<file path="src/rtl/core/assert_macros.svh">
// ----------------------------------------------------------------------------
// Assertion macros
// Clocked concurrent assertion helpers; they expect clk and arst_n in scope.
// ----------------------------------------------------------------------------
`ifndef ASSERT_MACROS_SVH
`define ASSERT_MACROS_SVH

// Condition holds at every clock edge outside reset.
`define ASSERT_ALWAYS(lbl, expr, msg) \
	lbl: assert property (@(posedge clk) disable iff (!arst_n) (expr)) else $error(msg);

// Antecedent implies consequent in the same cycle.
`define ASSERT_IMPL(lbl, ante, cons, msg) \
	lbl: assert property (@(posedge clk) disable iff (!arst_n) (ante) |-> (cons)) \
		else $error(msg);

// Antecedent implies consequent in the next cycle.
`define ASSERT_NEXT(lbl, ante, cons, msg) \
	lbl: assert property (@(posedge clk) disable iff (!arst_n) (ante) |=> (cons)) \
		else $error(msg);

`endif

</file>
<file path="src/rtl/core/udiv_pkg.sv">
// ----------------------------------------------------------------------------
// udiv_pkg
// Widths and stage payload types of the pipelined restoring divider.
// ----------------------------------------------------------------------------
`default_nettype none

package udiv_pkg;

	localparam int DIVIDEND_BITS = 64;
	localparam int DIVISOR_BITS  = 32;
	localparam int PART_W        = DIVISOR_BITS + 1;
	localparam int IN_TDATA_W    = ((DIVIDEND_BITS + DIVISOR_BITS + 7) / 8) * 8;
	localparam int OUT_TDATA_W   = ((DIVIDEND_BITS + DIVISOR_BITS + 7) / 8) * 8;

	// Work carried down the pipeline. nq shifts dividend bits out at the top
	// and quotient bits in at the bottom; after the last step it is the quotient.
	typedef struct packed {
		logic [PART_W-1:0]        part;
		logic [DIVIDEND_BITS-1:0] nq;
		logic [DIVISOR_BITS-1:0]  den;
	} udiv_work_t;

	typedef struct packed {
		logic [DIVISOR_BITS-1:0]  rem;
		logic [DIVIDEND_BITS-1:0] quo;
	} udiv_res_t;

endpackage

`default_nettype wire

</file>
<file path="src/rtl/core/udiv_stage.sv">
// ----------------------------------------------------------------------------
// udiv_stage
// One restoring division step followed by its pipeline register.
// ----------------------------------------------------------------------------
`default_nettype none

module udiv_stage (
	input  wire logic                clk,
	input  wire logic                arst_n,
	input  wire logic                en,
	input  wire logic                in_valid,
	input  wire udiv_pkg::udiv_work_t in_work,
	output logic                     out_valid,
	output udiv_pkg::udiv_work_t     out_work
);
	import udiv_pkg::*;

	logic [PART_W-1:0] shifted;
	logic [PART_W:0]   diff;
	logic              ge;
	udiv_work_t        nxt;
	logic              valid_s1;
	udiv_work_t        work_s1;

	always_comb begin
		// Top bit of the partial remainder is zero for any nonzero divisor;
		// drop it so a zero divisor keeps the low dividend bits.
		shifted    = {in_work.part[PART_W-2:0], in_work.nq[DIVIDEND_BITS-1]};
		diff       = {1'b0, shifted} - {2'b00, in_work.den};
		ge         = !diff[PART_W];
		nxt.part   = ge ? diff[PART_W-1:0] : shifted;
		nxt.nq     = {in_work.nq[DIVIDEND_BITS-2:0], ge};
		nxt.den    = in_work.den;
	end

	always_ff @(posedge clk or negedge arst_n) begin
		if (!arst_n) begin
			valid_s1 <= 1'b0;
		end else if (en) begin
			valid_s1 <= in_valid;
		end
	end

	always_ff @(posedge clk) begin
		if (en && in_valid) begin
			work_s1 <= nxt;
		end
	end

	assign out_valid = valid_s1;
	assign out_work  = work_s1;

endmodule

`default_nettype wire

</file>
<file path="config.mk">
export PLATFORM = sky130hd
export DESIGN_NAME = udiv_stage
export DESIGN_NICKNAME = d
export VERILOG_FILES = /design/src/rtl/core/assert_macros.svh /design/src/rtl/core/udiv_pkg.sv /design/src/rtl/core/udiv_stage.sv
export SDC_FILE = /design/constraint.sdc
export NUM_CORES = 1
export LEC_CHECK = 0
export ABC_AREA = 1
export BUFFER_PORTS_ARGS = -buffer_cell sky130_fd_sc_hd__buf_2
export CAP_MARGIN = 10
export CORE_ASPECT_RATIO = 0.5
export CORE_UTILIZATION = 50
export CTS_CLUSTER_DIAMETER = 200
export CTS_CLUSTER_SIZE = 28
export DETAILED_ROUTE_END_ITERATION = 8
export GPL_TIMING_DRIVEN = 0
export PLACE_DENSITY = 0.82
export SYNTH_ARGS = -nofsm -noshare
export SYNTH_HDL_FRONTEND = slang
export SYNTH_SLANG_ARGS = --single-unit
</file>
<file path="constraint.sdc">
create_clock -name clk -period 0.9 [get_ports clk]
set_clock_uncertainty 0.15 [all_clocks]
set_input_delay 0.09 -clock clk [delete_from_list [all_inputs] [get_ports clk]]
set_output_delay 0.09 -clock clk [all_outputs]
set_load 0.01 [all_outputs]
</file>
==> results.json, run 1 <==
{
  "outcome": "aborted with a tool error",
  "stop_stage": "global routing",
  "first-error": "[ERROR GRT-0232] Routing congestion too high. Check the congestion heatmap in the GUI.",
  "synthTopCellsByCount": "nand2_1, inv_1, edfxtp_1",
  "worst_endpoint": "out_work[108]$_DFFE_PP_/D",
  "synth.area.mux_share": 0,
  "die-width_um": 171,
  "overflow": 897,
  "avgSynthCellArea_um2": 8.97,
  "synth.distinct_cells": 32,
  "yosys.area.top_type": "edfxtp_1",
  "synth-main-ff-cell": "edfxtp_1",
  "gp_congestion": 0.923,
  "synth-simple-area-share": 0.266,
  "async_flop_share": 0.00769,
  "synth_fa_ha_area_frac": 0.0588,
  "syn_nets": 963,
  "synth_xor_area_frac": 0.0184,
  "die_h_um": 86.5,
  "yosys_warnings": 0,
  "yosysSeqAreaShare": 0.545,
  "ys_ff_latch": 130,
  "track_usage": 0.976,
  "dp.final_hpwl_um": 17300,
  "synth.area.top_cells": "edfxtp_1, nand2_1, inv_1, ha_1, nand3_1",
  "start_util": 0.520,
  "cts.htree.levels": 4,
  "cts_buffers": 17,
  "syn_inst": 797,
  "rows": 30,
  "placed_cells": 1253,
  "ios": 263,
  "grt_max_degree": 33,
  "synth_most_common_cell": "nand2_1",
  "cts_root_buf": "clkbuf_16",
  "syn-cell-area_um2": 7150,
  "worstEndpointType": "sequential cell input",
  "cts_num_sinks": 130,
  "synth_top_family_by_area": "simple AND/OR/NAND/NOR gates",
  "synth_edf_count": 129,
  "yosys.area.top_type_share": 0.542,
  "clk_path_buf_depth": 2,
  "synth_compound_area_frac": 0.0191,
  "io_buffers": 261
}
## through the flow
stage | worst slack, ns | util | setup TNS [ns] | instance area, um2
4_1_cts | -0.715 | 0.905 | -58.45 | 12400
3_5_place_dp | -1.42 | 0.678 | -111.69 | 9320
3_3_place_gp | -2.51 | 0.674 | -365.89 | 9260
2_1_floorplan | -1.67 | - | -243.74 | 7710
## kinds of logic after synthesis
logic type / after synthesis
xor+xnor: 15
flops: 130
buf+inv: 163
compound gates: 25
simple gates: 431
fa+ha+maj: 33
## repair_timing
action | CTS
hold endpoints to repair | 129
gates resized for setup | 195
hold buffers | 126
buffers inserted | 54
setup endpoints to repair | 280
pin swaps | 54
cloned | 5
## metal layers
metal  GRT usage  overflow
met5       0.472         1
met4        1.16       280
met3       0.787         6
met2        1.20       591
met1       0.897        19
==> run 2, diff against run 1 <==
--- a/config.mk
+++ b/config.mk
@@ -8,13 +8,10 @@
 export ABC_AREA = 1
 export BUFFER_PORTS_ARGS = -buffer_cell sky130_fd_sc_hd__buf_2
 export CAP_MARGIN = 10
-export CORE_ASPECT_RATIO = 0.5
-export CORE_UTILIZATION = 50
-export CTS_CLUSTER_DIAMETER = 200
-export CTS_CLUSTER_SIZE = 28
+export CORE_UTILIZATION = 40
 export DETAILED_ROUTE_END_ITERATION = 8
 export GPL_TIMING_DRIVEN = 0
-export PLACE_DENSITY = 0.82
+export PLACE_DENSITY_LB_ADDON = 0.15
 export SYNTH_ARGS = -nofsm -noshare
 export SYNTH_HDL_FRONTEND = slang
 export SYNTH_SLANG_ARGS = --single-unit
==> run 2 against run 1 <==
The flow now finishes, with violations (negative hold slack, negative setup slack). Area after synthesis stayed put. Synthesized cell count stayed put.
==> results.json, run 2 <==
{
  "outcome": "finished, violations left",
  "violations": "negative hold slack, negative setup slack",
  "ys_ff_latch": 130,
  "required_ns": 0.93,
  "min_to": "out_valid",
  "synth_edf_count": 129,
  "synth.distinct_cells": 32,
  "fmax_mhz": 619,
  "critical_path_class": "in2reg",
  "synthTopCellsByCount": "nand2_1, inv_1, edfxtp_1",
  "slowest_delay_ns": 0.39,
  "synth-main-ff-cell": "edfxtp_1",
  "clk_pin_slew_ns": 0.06,
  "vias_per_cell": 4.72,
  "avgSynthCellArea_um2": 8.97,
  "drv_slew": 0,
  "grt_pass1_vias": 6874,
  "placed_cell_area_um2": 9360,
  "startpoint_type": "primary input",
  "post-route-period-util": 1.80,
  "final_layout_size_suffix_gt1_frac": 0.458,
  "cp_common_cell": "nand2_4",
  "io_buffers": 261,
  "p_seq_frac": 0.363,
  "rr_endpoint": "out_valid",
  "grt_pass1_wl_um": 36000,
  "cts_num_sinks": 130,
  "start_util": 0.412,
  "cp_cell_sequence": "buf_8 -> inv_12 -> ha_4 -> inv_4 -> fa_2 -> nand3_2 -> nand3_4 -> nand2_4 -> nand2_4 -> nand2_4 -> nand2_4 -> nand2_4 -> nand2_2 -> nand2_1 -> nand2_1 -> nand2_1 -> inv_1",
  "critical_path.endpoint_type": "flop",
  "drt_iter0_markers": 358,
  "p_per_area_nw_per_um2": 1600,
  "wl_um": 24800,
  "synth_most_common_cell": "nand2_1",
  "maxCapViolCount": 0,
  "first_pass_iters": 5,
  "synthToLayoutAreaGrowth_pct": 77.3,
  "cts_tree": "yes",
  "rsz0062_at_grt": "true",
  "r2r_slack_ns": 0.13,
  "dp.final_hpwl_um": 16100,
  "tns_ns": -122.07,
  "netSwitchingPower_mw": 5.80,
  "mostFrequentLayoutCell": "buf_2",
  "area.sequential_um2": 3900,
  "arrival_ns": 1.64,
  "gp_congestion": 0.904,
  "yosys_warnings": 0,
  "finalSetupViolCount": 293,
  "min_from": "in_valid",
  "crit_family": "simple AND/OR/NAND/NOR gates",
  "cts.htree.levels": 4,
  "cp_slowest_cell": "fa_2",
  "yosys.area.top_type_share": 0.542,
  "multi_input_comb_area_um2": 3740,
  "final_cells": 1502,
  "ios": 263,
  "hold_viol": 1,
  "clk_latency_ns": 0.41,
  "irDropWorstVdd_mv": 1.31,
  "syn_inst": 797,
  "wl_per_cell_um": 16.5,
  "hp-class": "in2reg",
  "cp_num_buf_inv": 4,
  "p_comb_frac": 0.268,
  "cts_root_buf": "clkbuf_16",
  "min_period_ns": 1.62,
  "fp.dieArea_um2": 18400,
  "dp_slack_ns": -1.34,
  "p_int_mw": 14.4,
  "cts_buffers": 17,
  "post-route-cell-area_um2": 12700,
  "die_h_um": 136,
  "p_leak_nw": 5.97,
  "nNetsFinal": 1430,
  "syn-cell-area_um2": 7150,
  "die-width_um": 136,
  "via_count": 7083,
  "relSlewSlack": 0.683,
  "worstPathMaxFanout": 4,
  "setup_slack_ns": -0.716,
  "clk_path_buf_depth": 2,
  "p_clk_frac": 0.369,
  "syn_nets": 963,
  "overflow": 0,
  "yosysSeqAreaShare": 0.545,
  "synth.area.top_cells": "edfxtp_1, nand2_1, inv_1, ha_1, nand3_1",
  "ant_nets": 0,
  "largest_reg_flops": 129,
  "r2r_cells": 2,
  "async_flop_share": 0.00769,
  "hold_slack_ns": -0.177,
  "mostFrequentLayoutCells": "buf_2, nand2_1, dlygate4sd3_1",
  "yosys.area.top_type": "edfxtp_1",
  "r2r-start": "out_valid",
  "antenna_found_initial": 3,
  "max_slew.worst_pin.slew_ns": 0.473,
  "whs_path_depth": 3,
  "final.fill_count": 1270,
  "placed_cells": 1286,
  "switching_share": 0.286,
  "core_um2": 17400,
  "grt_max_degree": 22,
  "drc": 0,
  "rows": 48,
  "track_usage": 0.262
}
run 2: logic make-up after synthesis:
kind of cell / count (synthesis) / synth area share
flops: 130 / 0.545
fa+ha+maj: 33 / 0.0588
simple gates: 431 / 0.266
compound gates: 25 / 0.0191
xor+xnor: 15 / 0.0184
buf+inv: 163 / 0.0919
run 2: routing by layer:
layer  routed length [um]  GRT usage  vias up
li1                     -          -     3496
met2                12500      0.465      255
met5                   27          0        -
met3                 1740     0.0546       34
met1                10100      0.317     3294
met4                  413     0.0749        4
run 2: how the worst max path moves through the flow:
stage / start / to / slack [ns] / cells after the start
2_1_floorplan: en / out_work[0] / -1.67 / 2
3_3_place_gp: en / out_work[26] / -2.70 / 3
3_5_place_dp: in_work[95] / out_work[128] / -1.34 / 17
4_1_cts: in_work[6] / out_work[120] / -0.64 / 16
5_1_grt: in_work[95] / out_work[118] / -0.78 / 14
6_report: in_work[95] / out_work[128] / -0.72 / 17
run 2: final cells by class:
cell class,count,share of cell area
timing repair inverter,1,0.000395
inverter,154,0.0489
clock inverter,14,0.0160
antenna,1,0.000197
timing repair buffer,448,0.267
clock buffer,17,0.0336
sequential,130,0.308
multi-input combinational,504,0.295
buffer,8,0.00869
tap,225,0.0222
run 2: stage by stage:
stage               power (mW)  utilization
floorplan                 9.85            -
global placement          11.2        0.536
detailed placement        11.2        0.539
CTS                       19.8        0.695
global route              21.1        0.730
finish                    20.2        0.730
run 2: power groups by stage:
| stage | clock network [mW] | logic, mW | registers (mW) |
|---|---|---|---|
| finish | 7.47 | 5.43 | 7.35 |
| global route | 7.80 | 5.88 | 7.38 |
| CTS | 7.61 | 4.87 | 7.33 |
| detailed placement | 0 | 3.79 | 7.46 |
| global placement | 0 | 3.72 | 7.47 |
| floorplan | 0 | 2.09 | 7.75 |
run 2: worst register-to-register path, delay by kind of cell, from the launching register on:
kind,cells,cell delay [ns]
compound gates,1,0.06
buf+inv,1,0.06
flops,1,0.37
run 2: repair_timing:
item                       in CTS  in global routing
buffers inserted               31                 16
hold buffers                  129                  2
hold endpoints to repair      129                  2
gates resized for setup       113                118
cloned                          6                  2
setup endpoints to repair     274                293
pin swaps                      49                 67
Note: power is estimated with default switching activity, not from simulation.
